File: config.mk
export PLATFORM = sky130hd
export DESIGN_NAME = countdown_period_selector
export DESIGN_NICKNAME = d
export VERILOG_FILES = /design/src/design/cps_pkg.sv /design/src/design/countdown_period_selector.sv
export SDC_FILE = /design/constraint.sdc
export NUM_CORES = 2
export LEC_CHECK = 0
export BUFFER_PORTS_ARGS = -buffer_cell sky130_fd_sc_hd__buf_2
export CAP_MARGIN = 20
export CORE_UTILIZATION = 57
export CTS_CLUSTER_DIAMETER = 120
export DETAILED_ROUTE_END_ITERATION = 8
export PLACE_DENSITY = 0.77
export SKIP_CTS_REPAIR_TIMING = 1
export SLEW_MARGIN = 20
export SYNTH_ARGS = -nofsm -noshare
export SYNTH_HDL_FRONTEND = slang
export SYNTH_SLANG_ARGS = --single-unit
File: constraint.sdc
create_clock -name clk -period 9.8 [get_ports clk]
set_input_delay 1.96 -clock clk [delete_from_list [all_inputs] [get_ports clk]]
set_output_delay 1.96 -clock clk [all_outputs]
set_load 0.02 [all_outputs]
File: src/design/cps_pkg.sv
// cps_pkg: widths, state encoding and the source clock table for the
// countdown period selector; no dependencies
`timescale 1ns / 1ps

package cps_pkg;

  localparam int REQ_W    = 32;
  localparam int CNT_W    = 16;
  localparam int CODE_W   = 3;
  localparam int MINC_W   = 16;
  localparam int ESH_W    = 5;
  localparam int CFG_W    = 16;
  localparam int CFG_IDX_W = 1;
  localparam int PER_W    = 32;
  localparam int MAX_SH   = 12;              // log2 of the largest divider
  localparam int NUM_W    = REQ_W + MAX_SH;  // request times divider
  localparam int Q_W      = NUM_W + 1;       // quotient after rounding up
  localparam int UNIT_W   = 22;              // widest period numerator
  localparam int SH_W     = 4;
  localparam int PROD_W   = CNT_W + UNIT_W;
  localparam int BITCNT_W = $clog2(NUM_W);

  localparam int NUM_CLOCKS = 5;
  localparam int IDX_W      = $clog2(NUM_CLOCKS);
  localparam logic [IDX_W-1:0] LAST_IDX = IDX_W'(NUM_CLOCKS - 1);

  localparam logic [CFG_IDX_W-1:0] REG_LEAST_COUNT = 1'b0;
  localparam logic [CFG_IDX_W-1:0] REG_ERROR_SHIFT = 1'b1;

  localparam logic [MINC_W-1:0] LEAST_COUNT_RST = 16'd16;
  localparam logic [ESH_W-1:0]  ERROR_SHIFT_RST = 5'd8;

  // clocks in the order they are tried: 64 Hz, 1 Hz, 1/60 Hz, 1/3600 Hz, 4096 Hz
  localparam logic [UNIT_W-1:0] CLK_UNIT [NUM_CLOCKS] = '{
    22'd1000, 22'd1000, 22'd60000, 22'd3600000, 22'd1000
  };
  localparam logic [SH_W-1:0] CLK_SHIFT [NUM_CLOCKS] = '{
    4'd6, 4'd0, 4'd0, 4'd0, 4'd12
  };
  localparam logic [REQ_W-1:0] CLK_RANGE [NUM_CLOCKS] = '{
    32'd1023984, 32'd65535000, 32'd3932100000, 32'hFFFF_FFFF, 32'd15999
  };
  localparam logic [CNT_W-1:0] CLK_LIMIT [NUM_CLOCKS] = '{
    16'd65535, 16'd65535, 16'd65535, 16'd1193, 16'd65535
  };
  // limit times numerator, the value a clamped count stands for
  localparam logic [NUM_W-1:0] CLK_LIMPROD [NUM_CLOCKS] = '{
    44'd65535000, 44'd65535000, 44'd3932100000, 44'd4294800000, 44'd65535000
  };
  localparam logic [CODE_W-1:0] CLK_CODE [NUM_CLOCKS] = '{
    3'd1, 3'd2, 3'd3, 3'd4, 3'd0
  };

  typedef enum logic [8:0] {
    ST_IDLE  = 9'b000000001,
    ST_RANGE = 9'b000000010,
    ST_DIV   = 9'b000000100,
    ST_ROUND = 9'b000001000,
    ST_CLAMP = 9'b000010000,
    ST_CHECK = 9'b000100000,
    ST_MULT  = 9'b001000000,
    ST_FINAL = 9'b010000000,
    ST_DONE  = 9'b100000000
  } state_t;

endpackage

File: src/design/countdown_period_selector.sv
// countdown_period_selector: picks a source clock and countdown preset for a
// requested period with one shared restoring divider; depends on cps_pkg
`timescale 1ns / 1ps
// sequence: a stop request goes straight to the result; each clock tried runs a range
// check, the divider over all 44 quotient bits, round, clamp and the accept test, a
// skipped clock only the range check; the period is then formed in the mult and final states
// throughput: one transfer at a time, set by the bit-serial divider loop
// reset: least count 16, error_shift 8, block idle, no result pending
module countdown_period_selector (
  input  logic                              clk,
  input  logic                              rst,
  input  logic                              cfg_write,
  input  logic [cps_pkg::CFG_IDX_W-1:0]     cfg_index,
  input  logic [cps_pkg::CFG_W-1:0]         cfg_data,
  input  logic                              in_valid,
  output logic                              in_stall,
  input  logic [cps_pkg::REQ_W-1:0]         request_ms,
  output logic                              out_valid,
  input  logic                              out_stall,
  output logic                              running,
  output logic [cps_pkg::CODE_W-1:0]        clock_code,
  output logic [cps_pkg::CNT_W-1:0]         count,
  output logic [cps_pkg::PER_W-1:0]         period_ms
);
  import cps_pkg::*;

  state_t               state;
  logic [MINC_W-1:0]    least_count;
  logic [ESH_W-1:0]     error_shift;
  logic [REQ_W-1:0]     req;
  logic [IDX_W-1:0]     clk_idx;
  logic                 skipped;
  logic [NUM_W-1:0]     num;
  logic [NUM_W-1:0]     dvd;
  logic [UNIT_W-1:0]    rem;
  logic [BITCNT_W-1:0]  bit_cnt;
  logic [Q_W-1:0]       q;
  logic [NUM_W-1:0]     err;
  logic [PROD_W-1:0]    prod;
  logic                 res_running;
  logic [CODE_W-1:0]    res_code;
  logic [CNT_W-1:0]     res_count;
  logic [PER_W-1:0]     res_period;

  logic [UNIT_W-1:0]    unit;
  logic [UNIT_W:0]      trial;
  logic                 trial_ge;
  logic                 round_up;
  logic                 accept;
  logic [PROD_W-1:0]    half;
  logic [PROD_W-1:0]    per_full;
  logic                 out_free;

  assign unit     = CLK_UNIT[clk_idx];
  assign trial    = {rem, dvd[NUM_W-1]};
  assign trial_ge = trial >= {1'b0, unit};
  assign round_up = skipped ? (rem != '0) : ({rem, 1'b0} >= {1'b0, unit});
  assign accept   = (clk_idx == LAST_IDX) ||
                    ((q >= Q_W'(least_count)) && (err <= (num >> error_shift)));
  // half the divider, zero when the divider is one
  assign half     = (PROD_W'(1) << CLK_SHIFT[clk_idx]) >> 1;
  assign per_full = (prod + half) >> CLK_SHIFT[clk_idx];
  assign out_free = !out_valid || !out_stall;
  assign in_stall = (state != ST_IDLE);

  always_ff @(posedge clk) begin
    if (rst) begin
      least_count <= LEAST_COUNT_RST;
      error_shift <= ERROR_SHIFT_RST;
    end else if (cfg_write) begin
      case (cfg_index)
        REG_LEAST_COUNT: least_count <= cfg_data[MINC_W-1:0];
        REG_ERROR_SHIFT: error_shift <= cfg_data[ESH_W-1:0];
        default: ;
      endcase
    end
  end

  always_ff @(posedge clk) begin
    if (rst) begin
      state     <= ST_IDLE;
      out_valid <= 1'b0;
    end else begin
      // a result is offered from the done state until its transfer
      if (state == ST_DONE) out_valid <= 1'b1;
      else if (!out_stall)  out_valid <= 1'b0;
      case (state)
        ST_IDLE: begin
          if (in_valid) begin
            req     <= request_ms;
            clk_idx <= '0;
            skipped <= 1'b0;
            if (request_ms == '0) begin
              res_running <= 1'b0;
              res_code    <= '0;
              res_count   <= '0;
              res_period  <= '0;
              state       <= ST_DONE;
            end else begin
              state <= ST_RANGE;
            end
          end
        end
        ST_RANGE: begin
          if (req > CLK_RANGE[clk_idx]) begin
            skipped <= 1'b1;
            if (clk_idx == LAST_IDX) begin
              // nothing accepted, report stopped
              res_running <= 1'b0;
              res_code    <= '0;
              res_count   <= '0;
              res_period  <= '0;
              state       <= ST_DONE;
            end else begin
              clk_idx <= clk_idx + 1'b1;
            end
          end else begin
            num     <= NUM_W'(req) << CLK_SHIFT[clk_idx];
            dvd     <= NUM_W'(req) << CLK_SHIFT[clk_idx];
            rem     <= '0;
            bit_cnt <= BITCNT_W'(NUM_W - 1);
            state   <= ST_DIV;
          end
        end
        ST_DIV: begin
          // one quotient bit a cycle, quotient shifts in behind the dividend
          if (trial_ge) rem <= trial[UNIT_W-1:0] - unit;
          else          rem <= trial[UNIT_W-1:0];
          dvd <= {dvd[NUM_W-2:0], trial_ge};
          if (bit_cnt == '0) state <= ST_ROUND;
          else               bit_cnt <= bit_cnt - 1'b1;
        end
        ST_ROUND: begin
          if (round_up) begin
            q   <= Q_W'(dvd) + 1'b1;
            err <= NUM_W'(unit - rem);
          end else begin
            q   <= Q_W'(dvd);
            err <= NUM_W'(rem);
          end
          state <= ST_CLAMP;
        end
        ST_CLAMP: begin
          if (q > Q_W'(CLK_LIMIT[clk_idx])) begin
            q   <= Q_W'(CLK_LIMIT[clk_idx]);
            err <= num - CLK_LIMPROD[clk_idx];
          end
          state <= ST_CHECK;
        end
        ST_CHECK: begin
          if (accept) begin
            state <= ST_MULT;
          end else begin
            clk_idx <= clk_idx + 1'b1;
            state   <= ST_RANGE;
          end
        end
        ST_MULT: begin
          prod  <= q[CNT_W-1:0] * unit;
          state <= ST_FINAL;
        end
        ST_FINAL: begin
          if (q[CNT_W-1:0] == '0) begin
            // a zero preset cannot run
            res_running <= 1'b0;
            res_code    <= '0;
            res_count   <= '0;
            res_period  <= '0;
          end else begin
            res_running <= 1'b1;
            res_code    <= CLK_CODE[clk_idx];
            res_count   <= q[CNT_W-1:0];
            res_period  <= (per_full == '0) ? PER_W'(1) : per_full[PER_W-1:0];
          end
          state <= ST_DONE;
        end
        ST_DONE: begin
          if (out_free) begin
            running    <= res_running;
            clock_code <= res_code;
            count      <= res_count;
            period_ms  <= res_period;
            state      <= ST_IDLE;
          end
        end
        default: state <= ST_IDLE;
      endcase
    end
  end

endmodule

==> impl_metrics.env <==
export IMPL_clockPowerShare=0.147
export IMPL_grt_use_total=0.295
export IMPL_antenna_found_initial=1
export IMPL_rsz0062_at_grt="no"
export IMPL_antennaDiodeCount=0
export IMPL_place_congestion=0.978
export IMPL_grt_util_met1=0.363
export IMPL_drv_slew=0
export IMPL_insertion_delay_ns=0.60
export IMPL_hpwl_um=67900
export IMPL_start_kind="flop"
export IMPL_gr_usage_met3=0.0504
export IMPL_finalHoldViolCount=0
export IMPL_worstPathArrival_ns=8.58
export IMPL_dp_slack_ns=1.61
export IMPL_synth_area_top_cells="edfxtp_1 (34%), ha_1 (13%), fa_1 (10%)"
export IMPL_postRouteAntennaNets=0
export IMPL_die_y_um=245
export IMPL_synth_largest_area_cell="edfxtp_1"
export IMPL_die_area_mm2=0.0600
export IMPL_outcome="finished, final reports clean"
export IMPL_cp_end_kind="flop"
export IMPL_clk_transition_reported_paths_ns=0.06
export IMPL_grt_use_met2=0.507
export IMPL_maxSlewHeadroom=0.321
export IMPL_finalCritPeriodShare=0.840
export IMPL_seqPwrFrac=0.221
export IMPL_fp_dieW_um=245
export IMPL_synth_top_cells_by_count="edfxtp_1 (380), inv_1 (366), nand2_1 (366)"
export IMPL_setup_viol_count_final=0
export IMPL_clkSinkCount=411
export IMPL_routed_wl_um=87400
export IMPL_leakage_nw=15.5
export IMPL_netlist_area_mm2=0.0336
export IMPL_start_util=0.580
export IMPL_grt_pass1_wl_um=137000
export IMPL_drt_pass1_iterations=6
export IMPL_cts_tree="built"
export IMPL_p_int_w=0.00617
export IMPL_skew_ns=0.0307
export IMPL_yosysUniqueCellTypes=84
export IMPL_clock_fmax_mhz=121
export IMPL_remaining_drc_errors=0
export IMPL_finalWorstSetupSlack_ns=1.57
export IMPL_peakVddDrop_v=0.000584
export IMPL_layout_nets=4019
export IMPL_overflow=0
export IMPL_criticalPathCategory="reg2reg"
export IMPL_grt_start_max_net_pins=99
export IMPL_io_buffers=107
export IMPL_synth_edff_count=380
export IMPL_syn_avg_cell_area_um2=9.93
export IMPL_synth_top_cell_area_share=0.339
export IMPL_synthCells=3389
export IMPL_synth_warnings=0
export IMPL_drive_gt1_frac=0.0885
export IMPL_synth_seq_area_share=0.358
export IMPL_switching_share=0.456
export IMPL_globalRoute_busiestLayer="met2"
export IMPL_power_switching_w=0.00517
export IMPL_hold_path_class="reg2reg"
export IMPL_drt_initial_drc_count=2127
export IMPL_synth_ff_type="edfxtp_1"
export IMPL_synth_most_common_cell="edfxtp_1"
export IMPL_core_area_mm2=0.0580
export IMPL_wl_per_cell_um=20.5
export IMPL_fin_tns_setup_ns=0
export IMPL_p_comb_frac=0.632
export IMPL_numCtsBuffers=44
export IMPL_crit_required_ns=10.15
export IMPL_fp_row_count=88
export IMPL_route_vias_total=25600
export IMPL_maxCapViolations=0
export IMPL_num_io_pins=108
export IMPL_tightest_slew_ns=1.01
export IMPL_min_period_ns=8.23
export IMPL_cts_root_buf="clkbuf_16"
export IMPL_grt_pass1_vias=25400
export IMPL_via_per_inst=6.02
export IMPL_async_flop_share=0
export IMPL_htree_levels=2
export IMPL_layout_area_overhead_vs_synth_pct=8.31
export IMPL_synth_seq_cells=411
export IMPL_power_density_mw_per_mm2=311
export IMPL_clockBufferDepth=3
export IMPL_path_max_fanout=15
-- power by group through the flow --
stage | Clock (W) | Sequential [W] | Combinational, W
final | 0.00167 | 0.00251 | 0.00717
after global routing | 0.00175 | 0.00252 | 0.00810
after CTS | 0.00169 | 0.00251 | 0.00718
after detailed placement | 0 | 0.00254 | 0.00709
after global placement | 0 | 0.00254 | 0.00701
after floorplan | 0 | 0.00251 | 0.00527
-- worst max-delay path: stages (launching register included) --
cell	delay, ns
edfxtp_1	0.48
inv_1	0.13
ha_1	0.22
nand2_1	0.46
clkinv_1	0.87
nor2_1	0.38
fa_1	0.49
fa_1	0.52
fa_1	0.45
fa_1	0.50
fa_1	0.54
inv_1	0.06
fa_1	0.53
inv_1	0.04
ha_1	0.36
a21oi_1	0.16
o21ai_0	0.14
a211o_1	0.32
a221o_1	0.35
a41o_1	0.29
o21a_1	0.18
nor2_1	0.16
o21ai_0	0.10
a21oi_1	0.18
xnor2_1	0.08
-- cell type report --
type,count,area (um2)
Clock buffer,55,1180
Clock inverter,25,240
Fill cell,4717,21600
Inverter,370,1390
Multi-Input combinational cell,2487,19800
Sequential cell,411,12000
Tap cell,765,957
Timing Repair Buffer,142,811
-- logic make-up after synthesis --
| kind of cell | after synthesis | share of synthesized area |
|---|---|---|
| multiplexers | 130 | 0.0498 |
| flip-flops | 411 | 0.358 |
| AO/OA/AOI/OAI | 616 | 0.115 |
| AND/OR/NAND/NOR | 1057 | 0.149 |
| buffers and inverters | 494 | 0.0556 |
| adder cells (fa/ha/maj) | 509 | 0.228 |
| XOR/XNOR | 171 | 0.0445 |
| other | 1 | 0.000111 |
-- state kept, by name, summed over array words and instances (netlist names), 3 cells and up --
register	cells
q	45
clock_code	3
clk_idx	3
state	9
rem	22
res_period	32
bit_cnt	6
error_shift	5
res_count	16
req	32
dvd	44
least_count	16
res_code	3
num	44
err	44
period_ms	32
count	16
prod	35
-- worst paths after layout --
check             depth (start not counted)  slack [ns]                         from             endpoint
setup reg to reg                         24        1.57     clk_idx[0]$_SDFFCE_PN0P_   prod[36]$_DFFE_PP_
hold / removal                            0        0.41  res_count[11]$_SDFFCE_PP0P_  count[11]$_DFFE_PP_
hold reg to reg                           0        0.41  res_count[11]$_SDFFCE_PP0P_  count[11]$_DFFE_PP_
setup / recovery                         24        1.57     clk_idx[0]$_SDFFCE_PN0P_   prod[36]$_DFFE_PP_
-- metal layers --
layer	routed length [um]	vias to the layer above
met5	9	-
met4	4180	2
met3	6320	237
met2	43000	947
met1	34000	12300
li1	-	12100
-- cells in the final DEF, fill, tap and decap left out, types with 9 or more instances in the layout --
cell,synthesis,final
edfxtp_1,380,380
inv_1,366,366
nand2_1,366,366
ha_1,337,336
nor2_1,264,262
a21oi_1,177,176
fa_1,172,172
o21ai_0,149,149
buf_2,0,107
xnor2_1,100,100
mux2i_1,73,73
xor2_1,71,71
nand3_1,62,62
a211oi_1,53,52
a21o_1,51,51
and3_1,48,48
and2_1,46,46
nor3_1,47,46
clkbuf_16,0,45
nand4_1,44,44
nor4_1,37,37
a31oi_1,34,34
nand2b_1,34,34
buf_4,2,34
nor2b_1,33,33
mux2_2,30,30
dfxtp_1,31,29
mux4_2,27,27
o21a_1,22,22
or3_1,18,18
o31ai_1,14,14
or2_2,13,13
o21bai_1,11,11
o211ai_1,10,10
clkinv_1,2,9
and4_1,9,9
-- stage by stage --
step | utilization | power (W) | area (um2) | hold slack [ns] | cells
3_5_place_dp | 0.603 | 0.00963 | 35000 | 0.405 | 4174
6_report | 0.628 | 0.0113 | 36400 | 0.409 | 4255
3_3_place_gp | 0.603 | 0.00955 | 35000 | 0.401 | 4174
4_1_cts | 0.628 | 0.0114 | 36400 | 0.413 | 4254
5_1_grt | 0.628 | 0.0124 | 36400 | 0.415 | 4255
2_1_floorplan | - | 0.00778 | 33700 | 0.400 | 3392
Power figures use the tool's default switching activity.
